## config.mk

```make
export PLATFORM = sky130hd
export DESIGN_NAME = bft_ram
export DESIGN_NICKNAME = d
export VERILOG_FILES = /design/src/sv/bft_ram.sv
export SDC_FILE = /design/constraint.sdc
export NUM_CORES = 1
export LEC_CHECK = 0
export ABC_CLOCK_PERIOD_IN_PS = 2140
export CELL_PAD_IN_SITES_DETAIL_PLACEMENT = 0
export CELL_PAD_IN_SITES_GLOBAL_PLACEMENT = 2
export CORE_MARGIN = 10
export CORE_UTILIZATION = 35
export CTS_BUF_LIST = sky130_fd_sc_hd__clkbuf_16
export DETAILED_ROUTE_END_ITERATION = 12
export DONT_BUFFER_PORTS = 1
export PLACE_DENSITY = 0.66
export SLEW_MARGIN = 20
export SYNTH_ARGS = -nofsm -noshare
export SYNTH_HDL_FRONTEND = slang
export SYNTH_SLANG_ARGS = --single-unit
```

## constraint.sdc

```tcl
create_clock -name clk_i -period 2.14 [get_ports clk_i]
set_clock_uncertainty 0.2 [all_clocks]
set_input_delay 0.214 -clock clk_i [delete_from_list [all_inputs] [get_ports clk_i]]
set_output_delay 0.214 -clock clk_i [all_outputs]
set_load 0.02 [all_outputs]
```

## src/sv/bft_ram.sv

```systemverilog
// Generic single-port-write, single-port-read RAM with registered read data.
module bft_ram #(
  parameter int unsigned Width = 8,
  parameter int unsigned Depth = 16
) (
  input  logic                     clk_i,
  input  logic                     we_i,
  input  logic [$clog2(Depth)-1:0] waddr_i,
  input  logic [Width-1:0]         wdata_i,
  input  logic                     re_i,
  input  logic [$clog2(Depth)-1:0] raddr_i,
  output logic [Width-1:0]         rdata_o
);

  logic [Width-1:0] mem_q [Depth];

  always_ff @(posedge clk_i) begin
    if (we_i) begin
      mem_q[waddr_i] <= wdata_i;
    end
    if (re_i) begin
      rdata_o <= mem_q[raddr_i];
    end
  end

endmodule

```

# Yosys cells after proc, flatten, opt, wreduce, memory -nomap -nowiden

Memories as Yosys holds them, arrays and structs flattened. A register that Yosys moved wholly into a read port is not among the register bits.
Index checks and enable logic that the tools add are counted.

Shift operators: 0
Reductions and logical operators: 0
$add $sub $neg: 0
Order comparisons: 0
Bitwise gates (word level): 0
Equal/unequal tests: 0
$mul: 0
Multiplexer cells: 2
Divide/modulo/power cells: 0

Operators by type and width:

| kind             | number |
|---|---|
| 2-to-1 mux 1 bit | 2 |

Bits in registers: 0
Bits in latches: 0
RAM bits: 128
Memory bits (read-only): 0
Output and inout bits: 8
Memories: 1

Memory list:

| name  | words | bits a word | read ports | clocked after memory_dff | wr ports | line | source |
|---|---|---|---|---|---|---|---|
| mem_q | 16    | 8           | 1          | 1                        | 1        | 15   | `logic [Width-1:0] mem_q [Depth];` |

# Longest topological paths before layout

Gate-level depths: netlist of run 1.

Depth in word-level cells: 2
Gate-level depth with buffers: 5
Mapped depth without buffers: 3

# Worst setup path before layout of run 1

No wires, ideal clock.

Kind: input port to flip-flop
From: input waddr_i[2]
To: memory mem_q[0][0] (enable)
Stages: 2
Arrival time: 1,324 ps
Setup slack: 233 ps
Path buffers: 0
Path through: or3b_2 nor3_1

RTL lines:

| what            | line | source |
|---|---|---|
| start, declared | 8    | `input logic [$clog2(Depth)-1:0] waddr_i,` |
| end, declared   | 15   |  |

No word-level cell before the write port.

==> results of run 1 <==
==> critical path, stage by stage <==
cell,delay [ns]
dlygate4sd3_1,0.94
mux4_1,0.39
a22oi_1,0.23
nand2_1,0.08
==> placed cells by master, fill, tap and decap left out <==
cell / n
mux4_1: 14
a22oi_1: 16
nor3_1: 4
or3b_2: 1
diode_2: 1
inv_1: 1
and2_1: 1
nand3b_1: 2
buf_4: 18
nand2b_1: 2
mux4_2: 18
nor2b_1: 1
clkinv_1: 2
nand2_1: 9
nand3_1: 1
clkbuf_16: 17
and2b_1: 1
edfxtp_1: 136
dlygate4sd3_1: 13
bufinv_16: 3
nor2_1: 13
clkinvlp_4: 6
clkinv_2: 3
==> cell type report <==
| type | count | area share (%) |
|---|---|---|
| antenna | 1 | 0.0402 |
| timing repair buffer | 31 | 4.26 |
| multi-input combinational | 83 | 17.0 |
| clock inverter | 15 | 2.59 |
| tap | 184 | 3.70 |
| sequential | 136 | 65.6 |
| clock buffer | 17 | 6.83 |
==> registers in the layout, indices dropped and copies added (netlist names) <==
register / flops
rdata_o: 8
mem_q: 128
==> worst paths after layout <==
check / startpoint / to / slack [ns]
worst max-delay path: raddr_i[1] / rdata_o[3] / 0.24
worst min-delay path: waddr_i[1] / mem_q[4][5] / 0.005
worst max register to register: mem_q[10][6] / rdata_o[6] / 0.43
worst min register to register: mem_q[15][7] / rdata_o[7] / 0.54
==> per-stage QoR <==
stage               setup slack (ns)  utilization [%]  cell area, sq um  hold WS [ns]
floorplan                      0.233                -              5230         0.113
global placement               0.452             37.7              5510         0.114
detailed placement             0.431             37.7              5510         0.114
CTS                            0.174             42.7              6220      0.000551
global route                   0.143             42.7              6230        0.0109
finish                         0.243             42.7              6230       0.00514
==> per-layer routing <==
metal,up-vias,GRT usage (%),share of wire [%]
li1,1060,-,-
met1,1228,13.5,44
met2,78,16.5,48
met3,13,3.60,6.2
met4,0,3.87,1.4
met5,-,0,0
==> cell families (layout without fill, tap and decap cells) <==
family,Yosys count,count (layout)
buf+inv,10,63
mux,32,32
other cells,0,1
flops,136,136
simple gates,35,35
compound gates,16,16
==> power groups by stage <==
stage,clock (W),combinational (W),sequential [W]
after CTS,0.00287,0.000227,0.00304
after global routing,0.00303,0.000242,0.00304
after detailed placement,0,0.000167,0.00309
final,0.00284,0.000221,0.00304
after floorplan,0,0.000151,0.00308
after global placement,0,0.000167,0.00309
==> flow_summary.toml, run 1 <==
[floorplanning]
core_area_sq_um = 14600
fp.dieArea_sq_um = 20200
io-pin-count = 27
fp.dieW_um = 142
initial_core_util_pct = 35.8
floorplan.rows = 44
chipHeight_um = 142

[timing]
maxSlewHeadroom_pct = 57.7
worst_pin_slew_ns = 0.633
final_cycle_utilization_of_the_critical_path_pct = 88.6
timing.setup.tns_ns = 0
final_period_minus_worst_setup_slack_ns = 1.90
final_hold_viol_count = 0
maxClockFrequency_mhz = 527
drv_slew = 0
rsz0062_at_grt = "no"
timing.final.setup_violations = 0

[synth]
synth-edff-count = 136
count_leader_synth = "edfxtp_1"
synth_async_sr_flop_share_pct = 0
synth-main-ff-cell = "edfxtp_1"
synthesized_area_per_cell_sq_um = 22.8
yosys.area_share.adder_pct = 0
synthDominantAreaCellType = "edfxtp_1"
largest_family_of_logic_cells_by_synthesized_area = "multiplexers"
yosys.area_share.simple_pct = 3.14
synth-compound-area-share_pct = 2.30
post_synth_xor_area_fraction_pct = 0
post_synth_main_area_contributors = "edfxtp_1, mux4_2, mux4_1"
synth.top_cells.by_count = "edfxtp_1, mux4_2, a22oi_1, mux4_1, nor2_1"
synthDistinctLibCells = 18
ys_seq_area_share_pct = 78.1
synth.ff_latch_count = 136
synthesis.nets = 248
synth_top_area_share_pct = 78.1
mux_cell_area_share_after_synthesis_pct = 14.8
yosysWarningCount = 0
post_synth_inst_count = 229
synth.cell_area_sq_um = 5230

[finish]
layout.area.seq_sq_um = 4080
final_cells = 467
area_of_the_multi_input_gates_sq_um = 1060
net_total_in_the_final_layout = 288
final.fill_count = 1237
flow.area_growth_from_synthesis_pct = 19.1
proportion_of_layout_cells_with_a_drive_suffix_above_1_pct = 23.4

[clock_tree]
cts.reportedPaths.clkPinSlew_ns = 0.06
clkLatencyLatePin_ns = 0.41
clockRootBuffer = "clkbuf_16"
post_cts_buffers = 0
cts_tree = "done"
clock_path_buffers = 2
clock_buffer_count_from_cts = 17
post_cts_hold_buffer_count = 13
ctsResizeCount = 0
numClockSinks = 136
cts_max_level = 4

[global_route]
first_global_vias = 2531
antenna_violations_before_repair = 1
grt_first_pass_wirelength_um = 15600
largest_net_degree_at_the_start_of_global_routing = 33
grt_residual_overflow = 0
grt_util_all_layers_pct = 10.6

[job]
timing.max_cap.violations = 0

[setup_path]
reg2regPathDepth = 3
critical_path_arrival_ns = 1.85
critPathKind = "input port to flip-flop"
critical_path.endpoint_type = "flip-flop"
worstSetupStartpointType = "input port"
cp_data_required_time_ns = 2.10
critical_path.max_fanout = 22

[pwr]
finalPower_w = 0.00610
power.share.sequential_pct = 49.8
internal_power_w = 0.00492
ir_drop_mv = 0.567
power_density_nw_per_um2 = 980
power_leakage_nw = 2.03
power.clock.fraction_pct = 46.6
switching_share_pct = 19.4
pwr-share-comb_pct = 3.6
p_sw_w = 0.00118

[outcome]
status = "complete, no violations"

[detailed_routing]
vias = 2379
drt_pre_antenna_iters = 4
drt-initial-drc-count = 208
drt-wirelength-per-cell_um = 21.7
post_drt_via_cell_ratio = 5.09
drt.antenna.violating_nets = 0
remaining_drc_errors = 0
drt_wl_total_um = 10100

[place]
place.detailed.instances = 421
dp_hpwl_um = 6210
numPortBuffers = 0
gp_congestion = 0.701

[hold_path]
hold_path_class = "input port to flip-flop"
worst_hold_path.num_cells = 2
No activity file was read; power rests on OpenSTA's default activity.
==> run 2: changes to the inputs <==
Settings changed: PLACE_DENSITY 0.66 to 0.56.
==> flow_summary.toml, run 2 (synthesized netlist as in run 1, its figures left out) <==
[outcome]
status = "complete, no violations"

[pwr]
power.clock.fraction_pct = 41.9
p_sw_w = 0.00111
internal_power_w = 0.00452
power_density_nw_per_um2 = 920
finalPower_w = 0.00563
power.share.sequential_pct = 54.0
power_leakage_nw = 2.01
ir_drop_mv = 0.555
pwr-share-comb_pct = 4.1
switching_share_pct = 19.7

[floorplanning]
fp.dieW_um = 142
initial_core_util_pct = 35.8
core_area_sq_um = 14600
io-pin-count = 27
floorplan.rows = 44
fp.dieArea_sq_um = 20200
chipHeight_um = 142

[setup_path]
cp_data_required_time_ns = 2.05
critical_path.max_stage_delay_ns = 0.60
critPathKind = "input port to flip-flop"
critPathSlowestCell = "dlygate4sd3_1"
critical_path.endpoint_type = "flip-flop"
critical_path_arrival_ns = 1.77
critical_path.cell_chain = "dlygate4sd3_1 > nor3_1 > dlygate4sd3_1 > buf_4"
critical_path.most_common_cell = "dlygate4sd3_1"
worstSetupStartpointType = "input port"
critical_path.max_fanout = 8

[timing]
final_period_minus_worst_setup_slack_ns = 1.86
final_hold_viol_count = 0
timing.final.setup_violations = 0
drv_slew = 0
maxClockFrequency_mhz = 536
final_cycle_utilization_of_the_critical_path_pct = 87.1
timing.setup.tns_ns = 0
worst_pin_slew_ns = 0.665
finalWorstSetupSlack_ns = 0.276
rsz0062_at_grt = "no"
final_layout_worst_hold_slack_ns = 0.0106
maxSlewHeadroom_pct = 55.5

[finish]
largest_registers = "mem_q x128, rdata_o x8"
proportion_of_layout_cells_with_a_drive_suffix_above_1_pct = 19.9
area_of_the_multi_input_gates_sq_um = 1060
largest_register_ffs = 128
net_total_in_the_final_layout = 289
final_common_cell = "edfxtp_1"
mostFrequentLayoutCells = "edfxtp_1, mux4_2, buf_4"
num_antenna_cells = 0
flow.area_growth_from_synthesis_pct = 17.1
max_flop_register = "mem_q"
layout.area.seq_sq_um = 4080
final.fill_count = 1241

[global_route]
antenna_violations_before_repair = 0
first_global_vias = 2410
grt_util_met3_pct = 4.21
grt_util_all_layers_pct = 11.3
global_route.usage.met1_pct = 14.3
grt.met2_usage_pct = 16.7
top_usage_layer_grt = "met2"
grt_residual_overflow = 0
largest_net_degree_at_the_start_of_global_routing = 33
grt_first_pass_wirelength_um = 15700

[clock_tree]
clkLatencyLatePin_ns = 0.41
clock_buffer_count_from_cts = 17
clock_path_buffers = 2
cts_max_level = 4
clockRootBuffer = "clkbuf_16"
cts.reportedPaths.clkPinSlew_ns = 0.05
cts_tree = "done"
numClockSinks = 136

[detailed_routing]
drt_pre_antenna_iters = 4
vias = 2366
drt-initial-drc-count = 196
drt_wl_total_um = 11000
drt.antenna.violating_nets = 0
post_drt_via_cell_ratio = 5.09
drt-wirelength-per-cell_um = 23.6
remaining_drc_errors = 0

[job]
timing.max_cap.violations = 0

[hold_path]
hold_path_class = "input port to flip-flop"

[place]
dp_hpwl_um = 6570
place_ws_ns = 0.343
gp_congestion = 0.677
numPortBuffers = 0
run 2: power by group through the flow:
stage	Sequential (W)	Clock, W	Combinational [W]
3_5_place_dp	0.00309	0	0.000172
6_report	0.00304	0.00236	0.000230
4_1_cts	0.00304	0.00242	0.000235
2_1_floorplan	0.00308	0	0.000151
5_1_grt	0.00304	0.00253	0.000250
3_3_place_gp	0.00309	0	0.000174
run 2: final timing paths:
path,slack [ns],end,cells after the start,from
worst max-delay path,0.28,mem_q[8][7],4,waddr_i[0]
worst min-delay path,0.01,rdata_o[0],3,raddr_i[1]
worst max register to register,0.38,rdata_o[4],3,mem_q[9][4]
worst min register to register,0.54,rdata_o[0],3,mem_q[14][0]
run 2: area by class of cell:
class | count | area share (%)
flip-flops and latches | 136 | 66.7
clock inverters | 13 | 0.838
well taps | 184 | 3.76
repair buffers | 32 | 4.50
multi-input cells | 83 | 17.3
clock buffers | 17 | 6.95
run 2: repair_timing:
item                                   4_1_cts  5_1_grt
endpoints found under the hold margin      173        0
buffers inserted                             0        0
hold buffers                                14        0
resized for setup                            0        0
run 2: stage by stage:
stage                     std cells  util (%)  cell area (sq um)
after floorplan                 229         -               5230
after global placement          421      37.7               5510
after detailed placement        421      37.7               5510
after CTS                       465      42.0               6120
after global routing            465      42.0               6120
final                           465      42.0               6120
run 2: layer usage:
| layer | vias to the layer above | wire length [um] |
|---|---|---|
| li1 | 1058 | - |
| met1 | 1216 | 4710 |
| met2 | 79 | 5180 |
| met3 | 13 | 859 |
| met4 | 0 | 206 |
| met5 | - | 0 |
run 2: critical path, delay by kind of cell:
family,cells,cell delay [ns]
buffers and inverters,3,1.37
AND/OR/NAND/NOR,1,0.18
